$ cat src/hw/rtl/dtsr_pkg.sv
package dtsr_pkg;

  // Item modes
  localparam logic [1:0] ModeWrite = 2'd0;
  localparam logic [1:0] ModeRead  = 2'd1;
  localparam logic [1:0] ModeTemp  = 2'd2;

  // Result status codes
  localparam logic [1:0] StatusOk       = 2'd0;
  localparam logic [1:0] StatusReadOnly = 2'd1;
  localparam logic [1:0] StatusBadLen   = 2'd2;
  localparam logic [1:0] StatusRange    = 2'd3;

  // Register pointer values
  localparam logic [2:0] RegCap    = 3'd0;
  localparam logic [2:0] RegConfig = 3'd1;
  localparam logic [2:0] RegUpper  = 3'd2;
  localparam logic [2:0] RegLower  = 3'd3;
  localparam logic [2:0] RegCrit   = 3'd4;
  localparam logic [2:0] RegTemp   = 3'd5;
  localparam logic [2:0] RegManuf  = 3'd6;
  localparam logic [2:0] RegDevice = 3'd7;

  localparam logic [15:0] CapValue    = 16'h00ff;
  localparam logic [15:0] ManufValue  = 16'h0054;
  localparam logic [15:0] DeviceValue = 16'h2200;
  localparam logic [15:0] ResetTemp   = 16'd49712;

  localparam logic [7:0] LenPointerOnly = 8'd1;
  localparam logic [7:0] LenWordWrite   = 8'd3;

  localparam logic signed [17:0] TempMinMc = -18'sd40000;
  localparam logic signed [17:0] TempMaxMc = 18'sd125000;

  // |mC| * 16 / 1000 via reciprocal: floor(x * RecipK >> RecipShift) is
  // exact for x up to 2,000,000.
  localparam int unsigned MagW       = 17;
  localparam int unsigned XW         = MagW + 4;
  localparam int unsigned RecipShift = 30;
  localparam int unsigned ProdW      = 2 * XW;
  localparam int unsigned QuotW      = 12;
  localparam logic [XW-1:0] RecipK   = 21'd1073742;

  typedef struct packed {
    logic load;  // capture the accepted item
    logic exec;  // decode and run the item's main step
    logic enc;   // write encoded temperature
    logic flag;  // recompute trip flags
    logic emit;  // move result into the output register
  } cmd_t;

  typedef struct packed {
    logic need_flag;  // limit or config stored
    logic temp_go;    // in-range temperature update
  } sts_t;

endpackage

$ cat src/hw/rtl/dtsr_ctrl.sv
module dtsr_ctrl
  import dtsr_pkg::*;
(
  input  logic clk_i,
  input  logic rst_ni,
  input  logic in_valid_i,
  output logic in_stall_o,
  output logic out_valid_o,
  input  logic out_stall_i,
  input  sts_t sts_i,
  output cmd_t cmd_o
);

  localparam logic [2:0] StIdle = 3'd0;
  localparam logic [2:0] StExec = 3'd1;
  localparam logic [2:0] StEnc  = 3'd2;
  localparam logic [2:0] StFlag = 3'd3;
  localparam logic [2:0] StDone = 3'd4;

  logic [2:0] state_q, state_d;
  logic       out_valid_q, out_valid_d;
  logic       out_free;

  assign out_free    = !out_valid_q || !out_stall_i;
  assign in_stall_o  = (state_q != StIdle);
  assign out_valid_o = out_valid_q;

  always_comb begin
    state_d = state_q;
    cmd_o   = '0;
    unique case (state_q)
      StIdle: begin
        if (in_valid_i) begin
          cmd_o.load = 1'b1;
          state_d    = StExec;
        end
      end
      StExec: begin
        cmd_o.exec = 1'b1;
        if (sts_i.temp_go) begin
          state_d = StEnc;
        end else if (sts_i.need_flag) begin
          state_d = StFlag;
        end else begin
          state_d = StDone;
        end
      end
      StEnc: begin
        cmd_o.enc = 1'b1;
        state_d   = StFlag;
      end
      StFlag: begin
        cmd_o.flag = 1'b1;
        state_d    = StDone;
      end
      StDone: begin
        // hold the finished item until the output register frees up
        if (out_free) begin
          cmd_o.emit = 1'b1;
          state_d    = StIdle;
        end
      end
      default: state_d = StIdle;
    endcase
  end

  always_comb begin
    out_valid_d = out_valid_q && out_stall_i;
    if (cmd_o.emit) begin
      out_valid_d = 1'b1;
    end
  end

  always_ff @(posedge clk_i or negedge rst_ni) begin
    if (!rst_ni) begin
      state_q     <= StIdle;
      out_valid_q <= 1'b0;
    end else begin
      state_q     <= state_d;
      out_valid_q <= out_valid_d;
    end
  end

endmodule

$ cat src/hw/rtl/dtsr_datapath.sv
module dtsr_datapath
  import dtsr_pkg::*;
(
  input  logic               clk_i,
  input  logic               rst_ni,
  input  cmd_t               cmd_i,
  output sts_t               sts_o,
  input  logic [1:0]         mode_i,
  input  logic [7:0]         write_len_i,
  input  logic [7:0]         pointer_byte_i,
  input  logic [15:0]        data_word_i,
  input  logic signed [17:0] temperature_mc_i,
  output logic [7:0]         read_byte_o,
  output logic [1:0]         status_o
);

  // captured item
  logic [1:0]         mode_q;
  logic [7:0]         len_q;
  logic [2:0]         ptr_q;
  logic [15:0]        data_q;
  logic signed [17:0] mc_q;

  // register file
  logic [15:0] config_q, config_d;
  logic [15:0] upper_q, upper_d;
  logic [15:0] lower_q, lower_d;
  logic [15:0] crit_q, crit_d;
  logic [15:0] temp_q, temp_d;
  logic [2:0]  rptr_q, rptr_d;
  logic        phase_q, phase_d;

  // result and conversion
  logic [7:0]       rb_q, rb_d;
  logic [1:0]       st_q, st_d;
  logic [ProdW-1:0] prod_q, prod_d;
  logic             neg_q, neg_d;
  logic [7:0]       read_byte_q;
  logic [1:0]       status_q;

  logic             in_range;
  logic             limit_ptr;
  logic [17:0]      mag_full;
  logic [XW-1:0]    x_val;
  logic [QuotW-1:0] quot;
  logic [12:0]      units;
  logic [15:0]      rd_word;
  logic [2:0]       flags;

  assign in_range  = !(mc_q < TempMinMc) && !(mc_q > TempMaxMc);
  assign limit_ptr = (ptr_q == RegConfig) || (ptr_q == RegUpper) ||
                     (ptr_q == RegLower) || (ptr_q == RegCrit);

  assign sts_o.need_flag = (mode_q == ModeWrite) && (len_q == LenWordWrite) && limit_ptr;
  assign sts_o.temp_go   = (mode_q == ModeTemp) && in_range;

  assign mag_full = mc_q[17] ? (~mc_q + 18'd1) : mc_q;
  assign x_val    = {mag_full[MagW-1:0], 4'b0000};
  assign quot     = prod_q[RecipShift +: QuotW];
  assign units    = neg_q ? (13'd0 - {1'b0, quot}) : {1'b0, quot};

  always_comb begin
    unique case (rptr_q)
      RegCap:    rd_word = CapValue;
      RegConfig: rd_word = config_q;
      RegUpper:  rd_word = upper_q;
      RegLower:  rd_word = lower_q;
      RegCrit:   rd_word = crit_q;
      RegTemp:   rd_word = temp_q;
      RegManuf:  rd_word = ManufValue;
      default:   rd_word = DeviceValue;
    endcase
  end

  // signed 13-bit compares of the low fields
  assign flags[2] = !($signed(temp_q[12:0]) < $signed(crit_q[12:0]));
  assign flags[1] = $signed(temp_q[12:0]) > $signed(upper_q[12:0]);
  assign flags[0] = $signed(temp_q[12:0]) < $signed(lower_q[12:0]);

  always_comb begin
    config_d = config_q;
    upper_d  = upper_q;
    lower_d  = lower_q;
    crit_d   = crit_q;
    temp_d   = temp_q;
    rptr_d   = rptr_q;
    phase_d  = phase_q;
    rb_d     = rb_q;
    st_d     = st_q;
    prod_d   = prod_q;
    neg_d    = neg_q;

    if (cmd_i.exec) begin
      rb_d = 8'd0;
      st_d = StatusOk;
      unique case (mode_q)
        ModeWrite: begin
          if (len_q != 8'd0) begin
            rptr_d  = ptr_q;
            phase_d = 1'b0;
            if (len_q == LenWordWrite) begin
              unique case (ptr_q)
                RegConfig: config_d = data_q;
                RegUpper:  upper_d  = data_q;
                RegLower:  lower_d  = data_q;
                RegCrit:   crit_d   = data_q;
                default:   st_d     = StatusReadOnly;
              endcase
            end else if (len_q != LenPointerOnly) begin
              st_d = StatusBadLen;
            end
          end
        end
        ModeRead: begin
          rb_d    = phase_q ? rd_word[7:0] : rd_word[15:8];
          phase_d = !phase_q;
        end
        ModeTemp: begin
          if (!in_range) begin
            st_d = StatusRange;
          end else begin
            prod_d = ProdW'(x_val * RecipK);
            neg_d  = mc_q[17];
          end
        end
        default: ;
      endcase
    end

    if (cmd_i.enc) begin
      temp_d = {3'b000, units};
    end

    if (cmd_i.flag) begin
      temp_d = {flags, temp_q[12:0]};
    end
  end

  always_ff @(posedge clk_i) begin
    if (cmd_i.load) begin
      mode_q <= mode_i;
      len_q  <= write_len_i;
      ptr_q  <= pointer_byte_i[2:0];
      data_q <= data_word_i;
      mc_q   <= temperature_mc_i;
    end
    rb_q   <= rb_d;
    st_q   <= st_d;
    prod_q <= prod_d;
    neg_q  <= neg_d;
    if (cmd_i.emit) begin
      read_byte_q <= rb_q;
      status_q    <= st_q;
    end
  end

  always_ff @(posedge clk_i or negedge rst_ni) begin
    if (!rst_ni) begin
      config_q <= 16'd0;
      upper_q  <= 16'd0;
      lower_q  <= 16'd0;
      crit_q   <= 16'd0;
      temp_q   <= ResetTemp;
      rptr_q   <= RegCap;
      phase_q  <= 1'b0;
    end else begin
      config_q <= config_d;
      upper_q  <= upper_d;
      lower_q  <= lower_d;
      crit_q   <= crit_d;
      temp_q   <= temp_d;
      rptr_q   <= rptr_d;
      phase_q  <= phase_d;
    end
  end

  assign read_byte_o = read_byte_q;
  assign status_o    = status_q;

endmodule

$ cat src/hw/rtl/dimm_temp_sensor_registers.sv
// DIMM temperature sensor register file. Each item is a bus write
// transaction, a bus read byte or a temperature update, and yields one result
// (read byte and status). Items run one at a time: a write without a store
// or a read runs the exec step, a limit/config store adds the trip-flag step,
// an in-range temperature update the exec (registered reciprocal multiply for
// the millidegree-to-LSB conversion), encode and trip-flag compare steps. The
// next item is accepted in the cycle after the previous result is loaded into
// the output register, even while that result is still stalled.
module dimm_temp_sensor_registers
  import dtsr_pkg::*;
(
  input  logic               clk_i,
  input  logic               rst_ni,
  input  logic               in_valid_i,
  output logic               in_stall_o,
  input  logic [1:0]         mode_i,
  input  logic [7:0]         write_len_i,
  input  logic [7:0]         pointer_byte_i,
  input  logic [15:0]        data_word_i,
  input  logic signed [17:0] temperature_mc_i,
  output logic               out_valid_o,
  input  logic               out_stall_i,
  output logic [7:0]         read_byte_o,
  output logic [1:0]         status_o
);

  cmd_t cmd;
  sts_t sts;

  dtsr_ctrl u_ctrl (
    .clk_i       (clk_i),
    .rst_ni      (rst_ni),
    .in_valid_i  (in_valid_i),
    .in_stall_o  (in_stall_o),
    .out_valid_o (out_valid_o),
    .out_stall_i (out_stall_i),
    .sts_i       (sts),
    .cmd_o       (cmd)
  );

  dtsr_datapath u_datapath (
    .clk_i            (clk_i),
    .rst_ni           (rst_ni),
    .cmd_i            (cmd),
    .sts_o            (sts),
    .mode_i           (mode_i),
    .write_len_i      (write_len_i),
    .pointer_byte_i   (pointer_byte_i),
    .data_word_i      (data_word_i),
    .temperature_mc_i (temperature_mc_i),
    .read_byte_o      (read_byte_o),
    .status_o         (status_o)
  );

endmodule

$ cat config.mk
export PLATFORM = sky130hd
export DESIGN_NAME = dimm_temp_sensor_registers
export DESIGN_NICKNAME = d
export VERILOG_FILES = /design/src/hw/rtl/dtsr_pkg.sv /design/src/hw/rtl/dtsr_ctrl.sv /design/src/hw/rtl/dtsr_datapath.sv /design/src/hw/rtl/dimm_temp_sensor_registers.sv
export SDC_FILE = /design/constraint.sdc
export NUM_CORES = 1
export LEC_CHECK = 0
export BUFFER_PORTS_ARGS = -buffer_cell sky130_fd_sc_hd__buf_2
export CORE_UTILIZATION = 63
export CTS_CLUSTER_SIZE = 30
export DETAILED_ROUTE_END_ITERATION = 8
export GPL_TIMING_DRIVEN = 0
export PLACE_DENSITY = 0.82
export RECOVER_POWER = 25
export SYNTH_ARGS = -nofsm -noshare
export SYNTH_HDL_FRONTEND = slang
export SYNTH_SLANG_ARGS = --single-unit
$ cat constraint.sdc
create_clock -name clk_i -period 9.4 [get_ports clk_i]
set_clock_uncertainty 0.05 [all_clocks]
set_input_delay 1.41 -clock clk_i [delete_from_list [all_inputs] [get_ports clk_i]]
set_output_delay 1.41 -clock clk_i [all_outputs]
set_load 0.005 [all_outputs]
==> run summary, run 1 <==
outcome = finished, violations left
failing checks = capacitance limit, slew limit
final WL = 30,400 µm
WP data required = 9520 ps
hold path depth = 0
Pre-Repair DR Iteration Count = 6
Async S/R FF share, synth = 52.4%
root buf cell = clkbuf_16
syn avg cell area = 10.6 µm²
All-Layer GR Usage = 30.9%
worst-case reg-to-reg path depth = 27
1st-iter DRT viols = 766
antenna violations before repair = 0
Final min period = 8770 ps
WP buf/inv = 4
Critical R2R Capture = u_datapath.prod_q[40]$_DFFE_PP_
die width = 144 µm
clock sinks = 168
Skew-Pair Late Insertion Delay = 440 ps
cell repeated most along the worst path = fa_1
Slew Viols, Final = 45
PortBufs = 62
Area Overhead vs Synth = 10.4%
crit-path leading delay family = adder cells
DR vias = 9,400
Placement Rows = 51
Startpoint Class = flop
kind of critical path = flop to flop
Detail Placement HPWL = 23,400 µm
CP endpoint kind = flop
CTS tree = built
Netlist cell types = 65
Met1 Routed Length = 11,700 µm
Post-Place Cell Area = 13,400 µm²
I/O pins = 68
gpl congestion = 0.942
hold_buf cts = 0
reg2reg setup slack = 630 ps
first-pass GRT wire length = 47,700 µm
vias in the first global route = 9,537
# Max-Cap Violations = 1
Worst EP arrival = 8890 ps
Reg2Reg Launch Point = u_datapath.mc_q[0]$_DFFE_PP_
CTS clk-pin slew, worst paths = 70 ps
largest net degree at the start of global routing = 46
RSZ-0062 raised after global routing = no
synthesized cell area = 12,700 µm²
CTS buffer count = 17
metal3 WL = 1790 µm
Fin. Hold Viols = 0
ys flop type = dfrtp_1
Design Area, Final = 14,000 µm²
DRC = 0
Starting Density = 64.8%
highest metal used = met4
Post-CTS Setup Bufs = 0
crit-path max FO = 9
die area = 20,700 µm²
synthesized net count = 1,514
setup violators final = 0
WL/cell = 19.4 µm
Routed Antenna Nets = 0
Min-Delay Path Class = flop to flop
Final Cycle Share = 93.3%
layout cells sized above 1 = 11.5%
Clock Tree Buf Depth = 2
EDFF count, synth = 80
Fillers = 1,358
CTS H-tree depth = 4
Slew @ Worst Pin = 2480 ps
GRT overflow = 0
TNS Setup = 0 ps
fmax = 114 MHz
Seq cells post-synth = 168
CP peak stage delay = 600 ps
Hold Crit Start = u_datapath.rb_q[1]$_SDFFCE_PP0N_
CTS resizes = 0
Syn. warnings = 0
Placeable Area = 19,600 µm²
Slew headroom = -65.4%
nets = 1,598
diode count = 0
DR WL met2 = 14,900 µm
die height = 144 µm
Vias/cell = 6.01
Hold Crit Endpoint = u_datapath.read_byte_o[1]$_DFFE_PP_
Mapped Cells = 1,202
Seq/Total Area, Yosys = 36.3%
CP max stage cell = edfxtp_1
[final cells by class]
| class | count | area (µm²) | area share [%] |
|---|---|---|---|
| Multi-Input combinational cell | 793 | 7160 | 51.1 |
| Timing Repair Buffer | 65 | 350 | 2.50 |
| Sequential cell | 168 | 4610 | 32.9 |
| Clock inverter | 14 | 180 | 1.29 |
| Inverter | 212 | 796 | 5.68 |
| Clock buffer | 18 | 439 | 3.14 |
| Buffer | 29 | 133 | 0.947 |
| Tap cell | 265 | 332 | 2.37 |
[registers in the layout, summed over array words and instances, names as in the netlist, 12 cells and up]
name                 flops
u_datapath.mc_q         18
u_datapath.config_q     16
u_datapath.crit_q       16
u_datapath.data_q       16
u_datapath.lower_q      16
u_datapath.temp_q       16
u_datapath.upper_q      16
u_datapath.prod_q       12
[stage by stage]
step / setup slack, ps / hold slack, ps / utilization (%) / cells
2_1_floorplan: 2280 / 350 / - / 1202
6_report: 634 / 369 / 71.5 / 1564
3_3_place_gp: 940 / 352 / 68.0 / 1529
4_1_cts: 798 / 371 / 71.5 / 1564
5_1_grt: 259 / 374 / 71.5 / 1564
3_5_place_dp: 904 / 355 / 68.4 / 1532
[cells by family (layout without fill, tap and decap cells)]
logic type | Yosys count | in the layout | share of synthesized area [%]
adder cells (fa/ha/maj) | 256 | 256 | 29.2
buffers and inverters | 241 | 338 | 7.32
AND/OR/NAND/NOR | 224 | 224 | 8.55
AO/OA/AOI/OAI | 218 | 218 | 10.8
flip-flops | 168 | 168 | 36.3
multiplexers | 59 | 59 | 5.38
XOR/XNOR | 36 | 36 | 2.49
[worst max path at each step]
stage	start	to	depth (start not counted)
after global routing	u_datapath.mc_q[0]$_DFFE_PP_	u_datapath.prod_q[40]$_DFFE_PP_	27
after CTS	u_datapath.mc_q[0]$_DFFE_PP_	u_datapath.prod_q[40]$_DFFE_PP_	27
after floorplan	u_datapath.mc_q[0]$_DFFE_PP_	u_datapath.prod_q[40]$_DFFE_PP_	27
after global placement	u_datapath.mc_q[0]$_DFFE_PP_	u_datapath.prod_q[40]$_DFFE_PP_	27
after detailed placement	u_datapath.mc_q[0]$_DFFE_PP_	u_datapath.prod_q[40]$_DFFE_PP_	27
final	u_datapath.mc_q[0]$_DFFE_PP_	u_datapath.prod_q[40]$_DFFE_PP_	27
[cell usage after synthesis (3+ instances only)]
cell type	count	area, µm²
xor2_1	14	123
buf_2	4	20.0
nand3b_1	3	22.5
o21bai_1	4	30.0
a22oi_1	4	30.0
dfrtp_1	83	2080
o21ai_0	76	380
or3_1	8	50.1
fa_1	66	1320
nand2_1	89	334
edfxtp_1	80	2400
o21a_1	3	22.5
clkbuf_1	18	67.6
mux2i_1	16	160
nor2_1	39	146
a221oi_1	8	70.1
dfstp_2	5	131
o31ai_1	9	67.6
o2111ai_1	3	26.3
nand3_1	11	55.1
a21oi_1	46	230
a211oi_1	8	60.1
o211ai_1	6	45.0
or2_2	4	25.0
mux2_2	23	259
mux2_4	10	150
nand2b_1	17	106
nor2b_1	14	87.6
ha_1	190	2380
nor4_1	6	37.5
a21o_1	20	150
nor3_1	13	65.1
o22ai_1	7	43.8
xnor2_1	22	193
inv_1	212	796
nand4_1	11	68.8
mux2_1	10	113
buf_1	4	15.0
a31oi_1	5	31.3
[cells in the final DEF (no fill, tap or decap), types with 5 or more instances in the layout]
| cell type | instances |
|---|---|
| fa_1 | 66 |
| nor2b_1 | 14 |
| inv_6 | 5 |
| buf_2 | 60 |
| a221oi_1 | 8 |
| ha_1 | 190 |
| o21ai_0 | 76 |
| mux2_4 | 10 |
| clkbuf_16 | 17 |
| nor3_1 | 13 |
| mux2i_1 | 16 |
| dfrtp_1 | 83 |
| xor2_1 | 14 |
| clkbuf_1 | 24 |
| a211oi_1 | 8 |
| xnor2_1 | 22 |
| nand3_1 | 11 |
| mux2_2 | 23 |
| mux2_1 | 10 |
| nor4_1 | 5 |
| nor2_1 | 38 |
| o31ai_1 | 9 |
| a21o_1 | 20 |
| nand2b_1 | 17 |
| edfxtp_1 | 80 |
| nand2_1 | 89 |
| o22ai_1 | 7 |
| a31oi_1 | 5 |
| or3_1 | 8 |
| a21oi_1 | 46 |
| inv_1 | 212 |
| dfstp_2 | 5 |
| o211ai_1 | 6 |
| nand4_1 | 11 |
[layer usage]
| layer | track usage, % | up-vias |
|---|---|---|
| met5 | 0 | - |
| met4 | 20.0 | 0 |
| li1 | - | 4287 |
| met1 | 35.6 | 4569 |
| met3 | 6.13 | 132 |
| met2 | 52.6 | 412 |
Power of run 1 is not shown: default switching activity piles up to over one toggle a cycle in this logic, so the estimate is an artifact.
==> run 2: changes to the inputs <==
- CORE_UTILIZATION: 63 -> 68
- PLACE_DENSITY: 0.82 -> 0.87
- REMOVE_ABC_BUFFERS: unset -> 1
- clock period: 9.4 -> 11.3 ns (I/O delays scaled with it)
==> run summary, run 2 (synthesis results as in run 1) <==
outcome = finished, violations left
failing checks = DRC, capacitance limit, slew limit
Detail Placement HPWL = 22,000 µm
diode count = 0
Skew-Pair Late Insertion Delay = 440 ps
crit-path max FO = 9
PortBufs = 62
clock sinks = 168
most common cell after layout, fill and taps aside = inv_1
Worst EP arrival = 8590 ps
TNS Setup = 0 ps
Fillers = 1,107
die width = 139 µm
CTS H-tree depth = 4
worst-case reg-to-reg path depth = 27
pre-CTS setup slack = 3080 ps
die area = 19,200 µm²
CP endpoint kind = flop
Starting Density = 69.9%
Clock Tree Buf Depth = 2
layout cells sized above 1 = 11.5%
Startpoint Class = flop
Vias/cell = 6.24
root buf cell = clkbuf_16
Placement Rows = 49
Fin. Hold Viols = 0
Slew headroom = -129%
kind of critical path = flop to flop
CTS resizes = 0
Final min period = 8460 ps
WL/cell = 20.0 µm
DRC = 7
final hold slack = 371 ps
gpl congestion = 0.936
vias in the first global route = 9,697
largest net degree at the start of global routing = 65
RSZ-0062 raised after global routing = no
Placeable Area = 18,100 µm²
I/O pins = 68
Largest register FFs = 18
setup ws final = 2840 ps
nets = 1,571
Slew Viols, Final = 65
DR vias = 9,366
# Max-Cap Violations = 1
hold_buf cts = 0
setup violators final = 0
Area Overhead vs Synth = 8.73%
Routed Antenna Nets = 0
CTS tree = built
CTS buffer count = 17
CTS clk-pin slew, worst paths = 70 ps
WP data required = 11,430 ps
most frequent cells in the layout = inv_1 (212), ha_1 (190), nand2_1 (89), dfrtp_1 (82), edfxtp_1 (80)
Min-Delay Path Class = flop to flop
Post-CTS Setup Bufs = 0
Pre-Repair DR Iteration Count = 9
GRT overflow = 0
die height = 139 µm
fmax = 118 MHz
Slew @ Worst Pin = 3440 ps
antenna violations before repair = 0
1st-iter DRT viols = 751
final WL = 30,000 µm
first-pass GRT wire length = 48,700 µm
Top reg by flops = u_datapath.mc_q
Final Cycle Share = 74.9%
All-Layer GR Usage = 33.0%
hold path depth = 0
[run 2: cell type report]
class                           count  area (µm²)  area share (%)
Clock buffer                       17         425            3.08
Multi-Input combinational cell    793        7160            51.9
Tap cell                          229         287            2.08
Sequential cell                   168        4610            33.4
Timing Repair Buffer               67         359            2.60
Clock inverter                     15         149            1.08
Inverter                          212         796            5.77
[run 2: stage by stage]
| step | utilization, % | cells | cell area (µm²) |
|---|---|---|---|
| 2_1_floorplan | - | 1173 | 12600 |
| 3_3_place_gp | 72.5 | 1464 | 13100 |
| 3_5_place_dp | 73.0 | 1469 | 13200 |
| 4_1_cts | 76.2 | 1501 | 13800 |
| 5_1_grt | 76.0 | 1501 | 13800 |
| 6_report | 76.0 | 1501 | 13800 |
[run 2: layer usage]
metal / up-vias / global-route usage [%] / share of wire [%] / routed length (µm)
li1: 4240 / - / - / -
met5: - / 0 / 0 / 0
met1: 4529 / 37.7 / 37 / 11000
met4: 0 / 18.8 / 5.4 / 1620
met3: 139 / 5.52 / 6.3 / 1900
met2: 458 / 58.7 / 52 / 15500
[run 2: path summary, 6_finish.rpt]
path                                                        from                                   to  slack (ps)
min in group asynchronous                                 rst_ni    u_datapath.upper_q[5]$_DFFE_PN0P_        1490
worst min register to register  u_datapath.rb_q[0]$_SDFFCE_PP0N_  u_datapath.read_byte_o[0]$_DFFE_PP_         370
worst max-delay path                u_datapath.mc_q[0]$_DFFE_PP_      u_datapath.prod_q[40]$_DFFE_PP_        2840
max in group asynchronous                                 rst_ni     u_datapath.rptr_q[0]$_DFFE_PN0P_        5560
worst max register to register      u_datapath.mc_q[0]$_DFFE_PP_      u_datapath.prod_q[40]$_DFFE_PP_        2840
worst min-delay path            u_datapath.rb_q[0]$_SDFFCE_PP0N_  u_datapath.read_byte_o[0]$_DFFE_PP_         370
[run 2: critical path: stages (launching register included)]
cell and delay, ps:
edfxtp_1 600, inv_1 230, ha_1 240, nand3_1 130
or3_1 360, nand2b_1 190, o41ai_2 250, xor2_1 330
inv_1 220, ha_1 400, ha_1 210, o21bai_1 190
fa_1 530, inv_1 70, fa_1 500, fa_1 560
fa_1 550, inv_1 50, fa_1 490, ha_1 370
nand4_1 120, nor4_1 390, a31oi_1 180, a211oi_1 390
o2111ai_1 190, nand4b_1 150, a21oi_1 110, xnor2_1 130
Power of run 2 is left out for the same reason.
==> run 3: changes to the inputs <==
- ABC_AREA: unset -> 1
- CORE_UTILIZATION: 68 -> 63
- PLACE_DENSITY: 0.87 -> 0.82
- clock period: 11.3 -> 8.6 ns (I/O delays scaled with it)
==> run summary, run 3 <==
syn avg cell area = 8.56 µm²
post-synth top area share = 17.5%
largest family of logic cells by synthesized area = adder cells
Multi-input gate area = 7790 µm²
mux cell area share after synthesis = 0%
1st-iter DRT viols = 919
Skew-Pair Late Insertion Delay = 430 ps
Startpoint Class = flop
WP data required = 8740 ps
Compound-Gate Fraction of Synth Area = 7.54%
most common cell after layout, fill and taps aside = nand2_1
TNS Setup = 0 ps
Hold Crit Start = u_datapath.rb_q[1]$_SDFFCE_PP0N_
Slew @ Worst Pin = 3310 ps
cell with the most instances after synthesis = nand2_1
GRT overflow = 0
crit-path leading delay family = adder cells
Seq cells post-synth = 168
CP endpoint kind = flop
layout cells sized above 1 = 8.78%
# Max-Cap Violations = 2
Pre-Repair DR Iteration Count = 6
Area Overhead vs Synth = 8.23%
CTS buffer count = 17
clock sinks = 168
CTS resizes = 0
Final Cycle Share = 85.6%
crit-path max FO = 6
CP max stage cell = o21ai_0
Placement Rows = 53
Vias/cell = 5.74
most frequent cells in the layout = nand2_1 (335), inv_1 (309), ha_1 (190), nor2_1 (112), nand3_1 (84)
final WL = 34,100 µm
nets = 1,974
Post-CTS Setup Bufs = 0
Seq/Total Area, Yosys = 33.6%
gpl congestion = 0.944
post-synthesis adder-cell area fraction = 27.0%
Min-Delay Path Class = flop to flop
Routed Antenna Nets = 0
RSZ-0062 raised after global routing = no
failing checks = capacitance limit, slew limit
fmax = 136 MHz
Slew headroom = -121%
top post-synthesis cells by area = edfxtp_1 (18%), ha_1 (17%), dfrtp_1 (15%)
die area = 22,400 µm²
cell repeated most along the worst path = nand2_1
Slew Viols, Final = 91
Detail Placement HPWL = 26,400 µm
ys flop type = dfrtp_1
Placeable Area = 21,200 µm²
DR vias = 11,200
Sequential cell area = 4610 µm²
outcome = finished, violations left
synthesized cell area = 13,700 µm²
die height = 150 µm
CP peak stage delay = 730 ps
Fillers = 1,615
Syn. warnings = 0
Post-Place Cell Area = 14,300 µm²
hold path depth = 0
diode count = 0
Netlist cell types = 50
EDFF count, synth = 80
first-pass GRT wire length = 55,200 µm
Post-Synth Simple-Gate Area = 20.6%
top post-synthesis cells by count = nand2_1 (335), inv_1 (309), ha_1 (190)
Fin. Hold Viols = 0
CTS tree = built
Largest register FFs = 18
Reg2Reg Launch Point = u_datapath.mc_q[0]$_DFFE_PP_
Async S/R FF share, synth = 52.4%
All-Layer GR Usage = 32.3%
I/O pins = 68
Mapped Cells = 1,602
CTS H-tree depth = 4
Starting Density = 64.8%
PortBufs = 62
hold_buf cts = 0
root buf cell = clkbuf_16
Clock Tree Buf Depth = 2
Worst path depth = 25
Worst EP arrival = 7500 ps
CTS clk-pin slew, worst paths = 70 ps
final hold slack = 375 ps
Synth Area in XOR/XNOR = 1.53%
Top reg by flops = u_datapath.mc_q
worst-case reg-to-reg path depth = 25
setup violators final = 0
die width = 150 µm
biggest area consumer among synthesized cells = edfxtp_1
DRC = 0
Critical Path Start = u_datapath.mc_q[0]$_DFFE_PP_
WL/cell = 17.5 µm
vias in the first global route = 11,100
WP buf/inv = 3
largest net degree at the start of global routing = 63
kind of critical path = flop to flop
antenna violations before repair = 0
Design Area, Final = 14,800 µm²
Final min period = 7360 ps
## run 3: cells by family (layout without fill, tap and decap cells)
group | count (synthesis) | after routing
xor+xnor | 24 | 24
buf+inv | 335 | 408
fa+ha+maj | 256 | 256
compound gates | 184 | 184
simple gates | 635 | 635
flops | 168 | 168
## run 3: final timing paths
path                                                       end  slack (ps)
setup / recovery               u_datapath.prod_q[40]$_DFFE_PP_        1240
hold / removal             u_datapath.read_byte_o[1]$_DFFE_PP_         370
setup reg to reg               u_datapath.prod_q[40]$_DFFE_PP_        1240
hold reg to reg            u_datapath.read_byte_o[1]$_DFFE_PP_         370
max in group asynchronous     u_datapath.temp_q[1]$_DFFE_PN0P_        3500
min in group asynchronous   u_datapath.config_q[8]$_DFFE_PN0P_        1170
## run 3: routing by layer
metal / vias to the layer above / GRT usage [%] / part of all wire (%)
li1: 5282 / - / -
met1: 5336 / 44.0 / 43
met2: 506 / 52.2 / 47
met3: 74 / 5.30 / 7.7
met4: 0 / 10.9 / 2.7
met5: - / 0 / 0
## run 3: layout make-up
| class | count | area share [%] |
|---|---|---|
| Tap cell | 275 | 2.32 |
| Timing Repair Buffer | 66 | 2.43 |
| Inverter | 310 | 7.84 |
| Multi-Input combinational cell | 1099 | 52.5 |
| Sequential cell | 168 | 31.1 |
| Clock inverter | 13 | 0.969 |
| Clock buffer | 19 | 2.92 |
## run 3: through the flow
step | std cells | setup slack (ps) | util (%)
after floorplan | 1577 | 2420 | -
after global placement | 1914 | 1440 | 67.1
after detailed placement | 1918 | 1350 | 67.6
after CTS | 1950 | 1310 | 70.3
after global routing | 1950 | 799 | 70.2
final | 1950 | 1240 | 70.2
Power of run 3 is left out for the same reason.
